## src/rtl/core/llp_pkg.sv

```systemverilog
// Shared types, constants and the cosine table for the lidar packet parser.
// No dependencies; used by every module of the block.
package llp_pkg;

  // Packet framing
  localparam logic [7:0] START_BYTE  = 8'hFA;
  localparam logic [7:0] INDEX_FIRST = 8'hA0;
  localparam logic [7:0] INDEX_LAST  = 8'hF9;
  localparam int         BODY_LEN    = 20;
  localparam int         COUNT_W     = $clog2(BODY_LEN);
  localparam int         LAST_WORD_LO = 17;  // final folded word ends here
  localparam int         CHK_W       = 15;
  localparam int         ACC_W       = 26;

  // Front sector geometry
  localparam int SECTOR_HALF = 36;
  localparam int FRONT_SLOTS = 72;
  localparam int LAST_ANGLE  = 359;
  localparam int COS_ENTRIES = 90;

  // q / 10 as (q * DIV10_MUL) >> DIV10_SHIFT, exact for 14-bit q
  localparam logic [15:0] DIV10_MUL   = 16'd52429;
  localparam int          DIV10_SHIFT = 19;

  localparam int QUEUE_DEPTH = 2;

  // One checked packet, handed from the front end to the back end
  typedef struct packed {
    logic [6:0]       number;
    logic [15:0]      speed;
    logic [15:0][7:0] rd;      // reading bytes, reading k at 4k..4k+3
    logic             ok;
    logic [15:0]      errors;
  } pkt_t;

  // floor(cos(d deg) * 65536), Q1.16
  function automatic logic [16:0] cos_q16(input logic [6:0] d);
    logic [16:0] c;
    unique case (d)
      7'd0: c = 17'd65536;  7'd1: c = 17'd65526;  7'd2: c = 17'd65496;
      7'd3: c = 17'd65446;  7'd4: c = 17'd65376;  7'd5: c = 17'd65286;
      7'd6: c = 17'd65176;  7'd7: c = 17'd65047;  7'd8: c = 17'd64898;
      7'd9: c = 17'd64729;  7'd10: c = 17'd64540; 7'd11: c = 17'd64331;
      7'd12: c = 17'd64103; 7'd13: c = 17'd63856; 7'd14: c = 17'd63589;
      7'd15: c = 17'd63302; 7'd16: c = 17'd62997; 7'd17: c = 17'd62672;
      7'd18: c = 17'd62328; 7'd19: c = 17'd61965; 7'd20: c = 17'd61583;
      7'd21: c = 17'd61183; 7'd22: c = 17'd60763; 7'd23: c = 17'd60326;
      7'd24: c = 17'd59870; 7'd25: c = 17'd59395; 7'd26: c = 17'd58903;
      7'd27: c = 17'd58393; 7'd28: c = 17'd57864; 7'd29: c = 17'd57319;
      7'd30: c = 17'd56755; 7'd31: c = 17'd56175; 7'd32: c = 17'd55577;
      7'd33: c = 17'd54963; 7'd34: c = 17'd54331; 7'd35: c = 17'd53683;
      7'd36: c = 17'd53019; 7'd37: c = 17'd52339; 7'd38: c = 17'd51643;
      7'd39: c = 17'd50931; 7'd40: c = 17'd50203; 7'd41: c = 17'd49460;
      7'd42: c = 17'd48702; 7'd43: c = 17'd47929; 7'd44: c = 17'd47142;
      7'd45: c = 17'd46340; 7'd46: c = 17'd45525; 7'd47: c = 17'd44695;
      7'd48: c = 17'd43852; 7'd49: c = 17'd42995; 7'd50: c = 17'd42125;
      7'd51: c = 17'd41243; 7'd52: c = 17'd40347; 7'd53: c = 17'd39440;
      7'd54: c = 17'd38521; 7'd55: c = 17'd37589; 7'd56: c = 17'd36647;
      7'd57: c = 17'd35693; 7'd58: c = 17'd34728; 7'd59: c = 17'd33753;
      7'd60: c = 17'd32768; 7'd61: c = 17'd31772; 7'd62: c = 17'd30767;
      7'd63: c = 17'd29752; 7'd64: c = 17'd28729; 7'd65: c = 17'd27696;
      7'd66: c = 17'd26655; 7'd67: c = 17'd25606; 7'd68: c = 17'd24550;
      7'd69: c = 17'd23486; 7'd70: c = 17'd22414; 7'd71: c = 17'd21336;
      7'd72: c = 17'd20251; 7'd73: c = 17'd19160; 7'd74: c = 17'd18064;
      7'd75: c = 17'd16961; 7'd76: c = 17'd15854; 7'd77: c = 17'd14742;
      7'd78: c = 17'd13625; 7'd79: c = 17'd12504; 7'd80: c = 17'd11380;
      7'd81: c = 17'd10252; 7'd82: c = 17'd9120;  7'd83: c = 17'd7986;
      7'd84: c = 17'd6850;  7'd85: c = 17'd5711;  7'd86: c = 17'd4571;
      7'd87: c = 17'd3429;  7'd88: c = 17'd2287;  7'd89: c = 17'd1143;
      default: c = 17'd0;
    endcase
    return c;
  endfunction

endpackage

```

## src/rtl/core/llp_front.sv

```systemverilog
// Front end: byte framing, packet body capture and running checksum fold.
// Depends on llp_pkg; pushes one pkt_t per completed packet.
module llp_front (
  input  logic          clk,
  input  logic          rst,
  input  logic          take,
  input  logic [7:0]    in_byte,
  output logic          pkt_push,
  output llp_pkg::pkt_t pkt
);

  localparam logic [1:0] SYNC_HUNT  = 2'd0;
  localparam logic [1:0] SYNC_INDEX = 2'd1;
  localparam logic [1:0] SYNC_BODY  = 2'd2;

  logic [1:0]                  sync;
  logic [6:0]                  number;
  logic [llp_pkg::COUNT_W-1:0] count;
  logic [7:0]                  store [llp_pkg::BODY_LEN-1];
  logic [7:0]                  lo;
  logic [llp_pkg::ACC_W-1:0]   acc;
  logic [llp_pkg::ACC_W-1:0]   acc_next;
  logic [llp_pkg::CHK_W-1:0]   chk;
  logic [15:0]                 chk_fold;
  logic [15:0]                 failures;
  logic [15:0]                 failures_next;
  logic                        last_byte;
  logic                        match;

  assign acc_next = {acc[llp_pkg::ACC_W-2:0], 1'b0}
                  + llp_pkg::ACC_W'({in_byte, lo});
  assign chk_fold = 16'(acc_next[llp_pkg::CHK_W-1:0])
                  + 16'(acc_next[llp_pkg::ACC_W-1:llp_pkg::CHK_W]);

  assign last_byte = take && (sync == SYNC_BODY)
                  && (count == llp_pkg::COUNT_W'(llp_pkg::BODY_LEN - 1));
  // received checksum word: high byte arriving now, low byte held in lo
  assign match = ({1'b0, chk} == {in_byte, lo});
  assign failures_next = (failures == 16'hFFFF) ? failures : failures + 16'd1;

  assign pkt_push = last_byte;

  always_comb begin
    pkt.number = number;
    pkt.speed  = {store[1], store[0]};
    for (int i = 0; i < 16; i++) begin
      pkt.rd[i] = store[i + 2];
    end
    pkt.ok     = match;
    pkt.errors = match ? failures : failures_next;
  end

  always_ff @(posedge clk) begin
    if (rst) begin
      sync     <= SYNC_HUNT;
      number   <= '0;
      count    <= '0;
      failures <= '0;
    end else if (take) begin
      unique case (sync)
        SYNC_HUNT: begin
          if (in_byte == llp_pkg::START_BYTE) sync <= SYNC_INDEX;
        end
        SYNC_INDEX: begin
          if (in_byte >= llp_pkg::INDEX_FIRST && in_byte <= llp_pkg::INDEX_LAST) begin
            number <= 7'(in_byte - llp_pkg::INDEX_FIRST);
            count  <= '0;
            sync   <= SYNC_BODY;
          end else if (in_byte != llp_pkg::START_BYTE) begin
            sync <= SYNC_HUNT;
          end
        end
        SYNC_BODY: begin
          if (last_byte) begin
            count <= '0;
            sync  <= SYNC_HUNT;
            if (!match) failures <= failures_next;
          end else begin
            count <= count + 1'b1;
          end
        end
        default: sync <= SYNC_HUNT;
      endcase
    end
  end

  // Datapath: body store, word low byte and the fold accumulator
  always_ff @(posedge clk) begin
    if (take) begin
      if (sync == SYNC_INDEX) begin
        acc <= llp_pkg::ACC_W'({in_byte, llp_pkg::START_BYTE});
      end
      if (sync == SYNC_BODY) begin
        if (count != llp_pkg::COUNT_W'(llp_pkg::BODY_LEN - 1)) store[count] <= in_byte;
        if (!count[0]) begin
          lo <= in_byte;
        end else if (count <= llp_pkg::COUNT_W'(llp_pkg::LAST_WORD_LO)) begin
          acc <= acc_next;
          if (count == llp_pkg::COUNT_W'(llp_pkg::LAST_WORD_LO)) begin
            chk <= chk_fold[llp_pkg::CHK_W-1:0];
          end
        end
      end
    end
  end

endmodule

```

## src/rtl/core/llp_queue.sv

```systemverilog
// Two-entry packet queue between front and back ends.
// Depends on llp_pkg for pkt_t and the depth.
module llp_queue (
  input  logic          clk,
  input  logic          rst,
  input  logic          wr,
  input  llp_pkg::pkt_t wr_pkt,
  output logic          q_full,
  input  logic          rd,
  output logic          q_valid,
  output llp_pkg::pkt_t rd_pkt
);

  localparam int PTR_W = $clog2(llp_pkg::QUEUE_DEPTH);
  localparam int CNT_W = $clog2(llp_pkg::QUEUE_DEPTH + 1);

  llp_pkg::pkt_t    slots [llp_pkg::QUEUE_DEPTH];
  logic [PTR_W-1:0] wp;
  logic [PTR_W-1:0] rp;
  logic [CNT_W-1:0] fill;

  assign q_full  = (fill == CNT_W'(llp_pkg::QUEUE_DEPTH));
  assign q_valid = (fill != '0);
  assign rd_pkt  = slots[rp];

  always_ff @(posedge clk) begin
    if (rst) begin
      wp   <= '0;
      rp   <= '0;
      fill <= '0;
    end else begin
      if (wr) wp <= (wp == PTR_W'(llp_pkg::QUEUE_DEPTH - 1)) ? '0 : wp + 1'b1;
      if (rd) rp <= (rp == PTR_W'(llp_pkg::QUEUE_DEPTH - 1)) ? '0 : rp + 1'b1;
      if (wr && !rd) fill <= fill + 1'b1;
      else if (rd && !wr) fill <= fill - 1'b1;
    end
  end

  always_ff @(posedge clk) begin
    if (wr) slots[wp] <= wr_pkt;
  end

endmodule

```

## src/rtl/core/llp_back.sv

```systemverilog
// Back end: expands a queued packet into results, with front-sector
// projection over two stages (cosine multiply, then divide by ten).
// Depends on llp_pkg.
module llp_back (
  input  logic          clk,
  input  logic          rst,
  input  logic          q_valid,
  input  llp_pkg::pkt_t head,
  output logic          q_pop,
  output logic          empty,
  input  logic          pop,
  output logic [8:0]    reading_angle,
  output logic [13:0]   distance_mm,
  output logic [15:0]   signal_quality,
  output logic          invalid_flag,
  output logic          strength_warning,
  output logic          front_valid,
  output logic [6:0]    front_slot,
  output logic [10:0]   front_cm,
  output logic [15:0]   motor_speed,
  output logic          checksum_ok,
  output logic [15:0]   error_total,
  output logic          last_of_packet
);

  typedef struct packed {
    logic [8:0]  angle;
    logic [13:0] distance;
    logic [15:0] quality;
    logic        inval;
    logic        warn;
    logic        fvalid;
    logic [6:0]  slot;
    logic [15:0] speed;
    logic        ok;
    logic [15:0] errors;
    logic        last;
  } res_t;

  logic [1:0]  k;
  logic        v1, v2, adv1, adv2, take;
  res_t        r1, r2, r_new;
  logic [13:0] q1, q_new;
  logic [10:0] cm2;
  logic [29:0] div_prod;

  // reading k fields
  logic [7:0]  b0, b1, b2, b3;
  logic [8:0]  angle;
  logic [8:0]  slot_w;
  logic [6:0]  off;
  logic        front;
  logic        fvalid;
  logic [30:0] prod;

  assign adv2  = !v2 || pop;
  assign adv1  = !v1 || adv2;
  assign take  = adv1 && q_valid;
  assign q_pop = take && (!head.ok || k == 2'd3);
  assign empty = !v2;

  always_comb begin
    b0    = head.rd[{k, 2'd0}];
    b1    = head.rd[{k, 2'd1}];
    b2    = head.rd[{k, 2'd2}];
    b3    = head.rd[{k, 2'd3}];
    angle = {head.number, k};
    front  = 1'b0;
    slot_w = '0;
    off    = '0;
    if (angle < 9'(llp_pkg::SECTOR_HALF)) begin
      front  = 1'b1;
      slot_w = 9'(llp_pkg::SECTOR_HALF - 1) - angle;
      off    = 7'(angle);
    end else if (angle > 9'(llp_pkg::LAST_ANGLE - llp_pkg::SECTOR_HALF)) begin
      front  = 1'b1;
      slot_w = 9'(llp_pkg::SECTOR_HALF + llp_pkg::LAST_ANGLE) - angle;
      off    = 7'(9'(llp_pkg::LAST_ANGLE) - angle);
    end
    fvalid = front && !b1[7] && (slot_w < 9'(llp_pkg::FRONT_SLOTS))
          && (off < 7'(llp_pkg::COS_ENTRIES));
    prod   = 31'({b1[5:0], b0}) * 31'(llp_pkg::cos_q16(off));

    r_new.angle    = angle;
    r_new.distance = {b1[5:0], b0};
    r_new.quality  = {b3, b2};
    r_new.inval    = b1[7];
    r_new.warn     = b1[6];
    r_new.fvalid   = fvalid;
    r_new.slot     = fvalid ? slot_w[6:0] : 7'd0;
    r_new.speed    = head.speed;
    r_new.ok       = 1'b1;
    r_new.errors   = head.errors;
    r_new.last     = (k == 2'd3);
    q_new          = fvalid ? prod[29:16] : 14'd0;

    // checksum failure: a single result, reading fields cleared
    if (!head.ok) begin
      r_new        = '0;
      r_new.speed  = head.speed;
      r_new.errors = head.errors;
      r_new.last   = 1'b1;
      q_new        = '0;
    end
  end

  assign div_prod = 30'(q1) * 30'(llp_pkg::DIV10_MUL);
  assign cm2      = div_prod[llp_pkg::DIV10_SHIFT +: 11];

  always_ff @(posedge clk) begin
    if (rst) begin
      k  <= '0;
      v1 <= 1'b0;
      v2 <= 1'b0;
    end else begin
      if (take) k <= q_pop ? 2'd0 : k + 2'd1;
      if (adv1) v1 <= q_valid;
      if (adv2) v2 <= v1;
    end
  end

  always_ff @(posedge clk) begin
    if (take) begin
      r1 <= r_new;
      q1 <= q_new;
    end
    if (adv2 && v1) begin
      r2       <= r1;
      front_cm <= cm2;
    end
  end

  assign reading_angle    = r2.angle;
  assign distance_mm      = r2.distance;
  assign signal_quality   = r2.quality;
  assign invalid_flag     = r2.inval;
  assign strength_warning = r2.warn;
  assign front_valid      = r2.fvalid;
  assign front_slot       = r2.slot;
  assign motor_speed      = r2.speed;
  assign checksum_ok      = r2.ok;
  assign error_total      = r2.errors;
  assign last_of_packet   = r2.last;

endmodule

```

## src/rtl/core/lidar_packet_parser.sv

```systemverilog
// Lidar packet parser: one serial byte per request in, up to four
// readings per 22-byte packet out. A byte is taken every clock while the
// two-entry packet queue has room; a good packet gives four results and a
// checksum failure one, and results reach the output through the packet
// queue and the back end's result registers r1 and r2. The back end works
// through a good packet well inside the 22 bytes of the next one, so
// with results taken promptly the input runs at one byte per cycle and only
// stalls once held-back results fill the queue. No pass is needed after
// reset.
// Depends on llp_pkg, llp_front, llp_queue and llp_back.
module lidar_packet_parser (
  input  logic        clk,
  input  logic        rst,
  input  logic        push,
  output logic        full,
  input  logic [7:0]  in_byte,
  output logic        empty,
  input  logic        pop,
  output logic [8:0]  reading_angle,
  output logic [13:0] distance_mm,
  output logic [15:0] signal_quality,
  output logic        invalid_flag,
  output logic        strength_warning,
  output logic        front_valid,
  output logic [6:0]  front_slot,
  output logic [10:0] front_cm,
  output logic [15:0] motor_speed,
  output logic        checksum_ok,
  output logic [15:0] error_total,
  output logic        last_of_packet
);

  logic          take;
  logic          pkt_push;
  llp_pkg::pkt_t pkt;
  logic          q_valid;
  logic          q_pop;
  llp_pkg::pkt_t head;

  assign take = push && !full;

  llp_front u_front (
    .clk      (clk),
    .rst      (rst),
    .take     (take),
    .in_byte  (in_byte),
    .pkt_push (pkt_push),
    .pkt      (pkt)
  );

  llp_queue u_queue (
    .clk     (clk),
    .rst     (rst),
    .wr      (pkt_push),
    .wr_pkt  (pkt),
    .q_full  (full),
    .rd      (q_pop),
    .q_valid (q_valid),
    .rd_pkt  (head)
  );

  llp_back u_back (
    .clk              (clk),
    .rst              (rst),
    .q_valid          (q_valid),
    .head             (head),
    .q_pop            (q_pop),
    .empty            (empty),
    .pop              (pop),
    .reading_angle    (reading_angle),
    .distance_mm      (distance_mm),
    .signal_quality   (signal_quality),
    .invalid_flag     (invalid_flag),
    .strength_warning (strength_warning),
    .front_valid      (front_valid),
    .front_slot       (front_slot),
    .front_cm         (front_cm),
    .motor_speed      (motor_speed),
    .checksum_ok      (checksum_ok),
    .error_total      (error_total),
    .last_of_packet   (last_of_packet)
  );

endmodule
```

## config.mk

```make
export PLATFORM = sky130hd
export DESIGN_NAME = lidar_packet_parser
export DESIGN_NICKNAME = d
export VERILOG_FILES = /design/src/rtl/core/llp_pkg.sv /design/src/rtl/core/llp_front.sv /design/src/rtl/core/llp_queue.sv /design/src/rtl/core/llp_back.sv /design/src/rtl/core/lidar_packet_parser.sv
export SDC_FILE = /design/constraint.sdc
export NUM_CORES = 2
export LEC_CHECK = 0
export ABC_AREA = 1
export BUFFER_PORTS_ARGS = -buffer_cell sky130_fd_sc_hd__buf_2
export CORE_UTILIZATION = 57
export CTS_BUF_LIST = sky130_fd_sc_hd__clkbuf_4 sky130_fd_sc_hd__clkbuf_8
export DETAILED_ROUTE_END_ITERATION = 16
export PLACE_DENSITY = 0.74
export REMOVE_ABC_BUFFERS = 1
export SLEW_MARGIN = 25
export SYNTH_ARGS = -nofsm -noshare
export SYNTH_HDL_FRONTEND = slang
export SYNTH_SLANG_ARGS = --single-unit
```

## constraint.sdc

```tcl
create_clock -name clk -period 17 [get_ports clk]
set_input_delay 0 -clock clk [delete_from_list [all_inputs] [get_ports clk]]
set_output_delay 0 -clock clk [all_outputs]
set_load 0.03 [all_outputs]
```

==> flow_summary_export.csv <==
group,metric,value,unit
floorplanning,dieArea,0.0742,sq mm
floorplanning,core_area,0.0720,sq mm
placement,routabilityCongestion,0.987,
placement,hpwl,66400,um
yosys,yosys.cell_types.count,62,
floorplanning,rows,98,
detailed_routing,ant_nets,0,
setup_path,cp_max_fo,75,
yosys,synth-adder-area-share,18.5,%
setup_path,rr_worst_depth,41,
yosys,dominantRegCellSynth,"edfxtp_1",
floorplanning,die_h,272,um
sta,post-route-period-util,61.2,%
min_path,hold_path_end,"u_back.v1",
global_routing,antenna_found_initial,2,
sta,rsz0062_at_grt,"false",
clock_tree,clk_latency,0.73,ns
sta,setup_ws,6.60,ns
detailed_routing,first_pass_iters,6,
yosys,syn_avg_cell_area,11.1,sq um
placement,pre_cts_ws,6.85,ns
global_routing,grt_overflow,0,
setup_path,required,17.47,ns
floorplanning,die_x,272,um
clock_tree,clk_path_buf_depth,3,
setup_path,worstPathArrival,10.86,ns
sta,period_needed,10.40,ns
final_layout,drive_above_1_share,10.3,%
detailed_routing,routedWlPerCell,19.4,um
sta,tns,0,ns
yosys,ys_seq_area_share,53.7,%
global_routing,grt.total_usage,26.1,%
sta,setup_viol,0,
global_routing,grt_pass1_vias,27500,
setup_path,ff2ff_setup_slack,6.60,ns
global_routing,grt_pass1_wl,150000,um
clock_tree,cts_buffers,116,
setup_path,rr_endpoint,"u_back.q1[12]",
yosys,synth-xor-area-share,1.68,%
detailed_routing,via_per_inst,5.59,
yosys,yosysWarningCount,0,
yosys,muxShareOfSynthArea,0,%
yosys,synth_top_cell_by_area,"edfxtp_1",
placement,numPortBuffers,107,
setup_path,slowest_stage,"dfxtp_4",
final_layout,finish.instance_area,0.0457,sq mm
detailed_routing,drc_errors,0,
sta,worst_slew_pin_slew,1.05,ns
setup_path,startpoint_type,"flop",
clock_tree,htree_levels,3,
yosys,synth-compound-area-share,7.66,%
setup_path,cp_slowest_stage_delay,0.68,ns
yosys,syn_area,0.0417,sq mm
yosys,synth-simple-area-share,12.6,%
setup_path,path_class,"flop to flop",
floorplanning,initial_core_util,57.9,%
global_routing,grt_start_max_net_pins,95,
floorplanning,io_pins,108,
sta,final_max_slew_viol_count,0,
yosys,synth_cells,3771,
sta,final_hold_viol_count,0,
clock_tree,path_clk_slew,0.07,ns
clock_tree,postCtsHoldBufs,12,
detailed_routing,drt-initial-drc-count,2517,
yosys,synth-seq-cells,758,
final_layout,diodes,0,
yosys,synth_top_cells_by_count,"edfxtp_1, nand2_1, inv_1",
final_layout,layout.nets,4426,
yosys,yosysMostFrequentCell,"edfxtp_1",
final_layout,area_growth,9.61,%
min_path,hp-class,"input port to flop",
clock_tree,post_cts_buffers,0,
flow_run,drv_cap,0,
min_path,min-delay-start,"pop",
detailed_routing,vias,27900,
run_status,status,"finished, final reports clean",
sta,maxSlewHeadroom,29.4,%
sta,fmax,0.0962,GHz
setup_path,end_kind,"flop",
clock_tree,clockRootBuffer,"clkbuf_8",
min_path,holdPathStages,5,
sta,skew,0.0416,ns
yosys,synth-async-reset-ratio,0,%
clock_tree,cts_resized,0,
placement,dpl-instance-area,0.0433,sq mm
yosys,synth_top_family_by_area,"adder cells",
clock_tree,cts.sinks,758,
final_layout,utilization,63.5,%
detailed_routing,finalWirelength,96600,um
yosys,netlist_top_cells_area,"edfxtp_1, fa_1, ha_1",
yosys,synth_edf_count,719,
clock_tree,cts_tree,"built",
yosys,synth_top_area_share,51.8,%
-- state kept, by name, summed over array words and instances, names as in the netlist, 2 cells and up, named ones only --
signal	flops
u_front.failures	16
u_back.motor_speed	16
u_front.count	5
u_front.lo	8
u_back.k	2
u_front.store	144
u_back.distance_mm	14
u_back.front_cm	11
u_back.reading_angle	9
u_front.sync	2
u_front.acc	25
u_queue.slots	336
u_back.signal_quality	16
u_back.q1	14
u_back.r1	83
u_front.number	7
u_queue.fill	2
u_back.error_total	16
u_back.front_slot	7
u_front.chk	15
-- routing by layer --
metal  global-route usage (%)  part of all wire (%)  up-vias
li1                         -                     -    13100
met1                     35.2                    41    13500
met3                     4.54                   7.7      189
met4                     7.94                   2.8        0
met5                        0                     0        -
met2                     43.4                    48     1121
-- worst max path at each step --
stage,cells past startpoint,to,from,slack (ns)
2_1_floorplan,42,u_back.q1[12],flop,5.31
3_3_place_gp,40,u_back.q1[12],flop,6.90
3_5_place_dp,40,u_back.q1[12],flop,6.85
4_1_cts,40,u_back.q1[12],flop,6.82
5_1_grt,41,u_back.q1[12],flop,6.12
6_report,41,u_back.q1[12],flop,6.60
-- per-stage QoR --
stage | cells | hold WS (ns)
after floorplan | 3658 | 0.0691
after detailed placement | 4755 | 0.322
after global routing | 4983 | 0.157
final | 4983 | 0.160
after CTS | 4982 | 0.107
after global placement | 4753 | 0.313
-- critical path: cells and delay by family (launching register included) --
kind / cells / cell delay (ns)
compound gates: 7 / 1.55
fa+ha+maj: 9 / 3.88
buf+inv: 10 / 1.37
flops: 1 / 0.68
simple gates: 15 / 2.54
-- layout by cell type, fill, tap and decap left out, drive strengths merged, types with 3 or more instances in the layout --
| cell | Yosys | final |
|---|---|---|
| dfxtp | 39 | 39 |
| a21oi | 156 | 156 |
| o21bai | 3 | 3 |
| nand4 | 13 | 13 |
| buf | 29 | 148 |
| nand2 | 646 | 646 |
| a31oi | 11 | 11 |
| fa | 231 | 231 |
| nand3 | 108 | 108 |
| inv | 515 | 518 |
| edfxtp | 719 | 719 |
| o22ai | 84 | 84 |
| clkinvlp | 0 | 5 |
| a21o | 4 | 4 |
| xnor2 | 20 | 20 |
| nor2 | 411 | 411 |
| a211oi | 7 | 7 |
| nor4 | 11 | 11 |
| o221ai | 6 | 6 |
| or2 | 10 | 10 |
| ha | 247 | 247 |
| xor2 | 60 | 60 |
| clkbuf | 84 | 150 |
| nor3 | 38 | 38 |
| o21ai | 268 | 268 |
| o31ai | 4 | 4 |
| dlygate4sd3 | 0 | 12 |
| o211ai | 11 | 11 |
| o21a | 7 | 7 |
| clkinv | 9 | 65 |
-- logic make-up (layout without fill, tap and decap cells) --
kind of cell,after synthesis,after routing
compound gates,573,573
fa+ha+maj,478,478
buf+inv,637,899
flops,758,758
simple gates,1245,1245
xor+xnor,80,80
-- area by class of cell --
class,instances,area (sq um)
clock buffers,150,1880
clock inverters,65,358
fillers,5573,26300
inverters,524,1980
multi-input cells,2376,16900
flip-flops and latches,758,22400
well taps,950,1190
repair buffers,160,1020
Power is not shown: default switching activity piles up to over one toggle a cycle in this logic, so the estimate is an artifact.
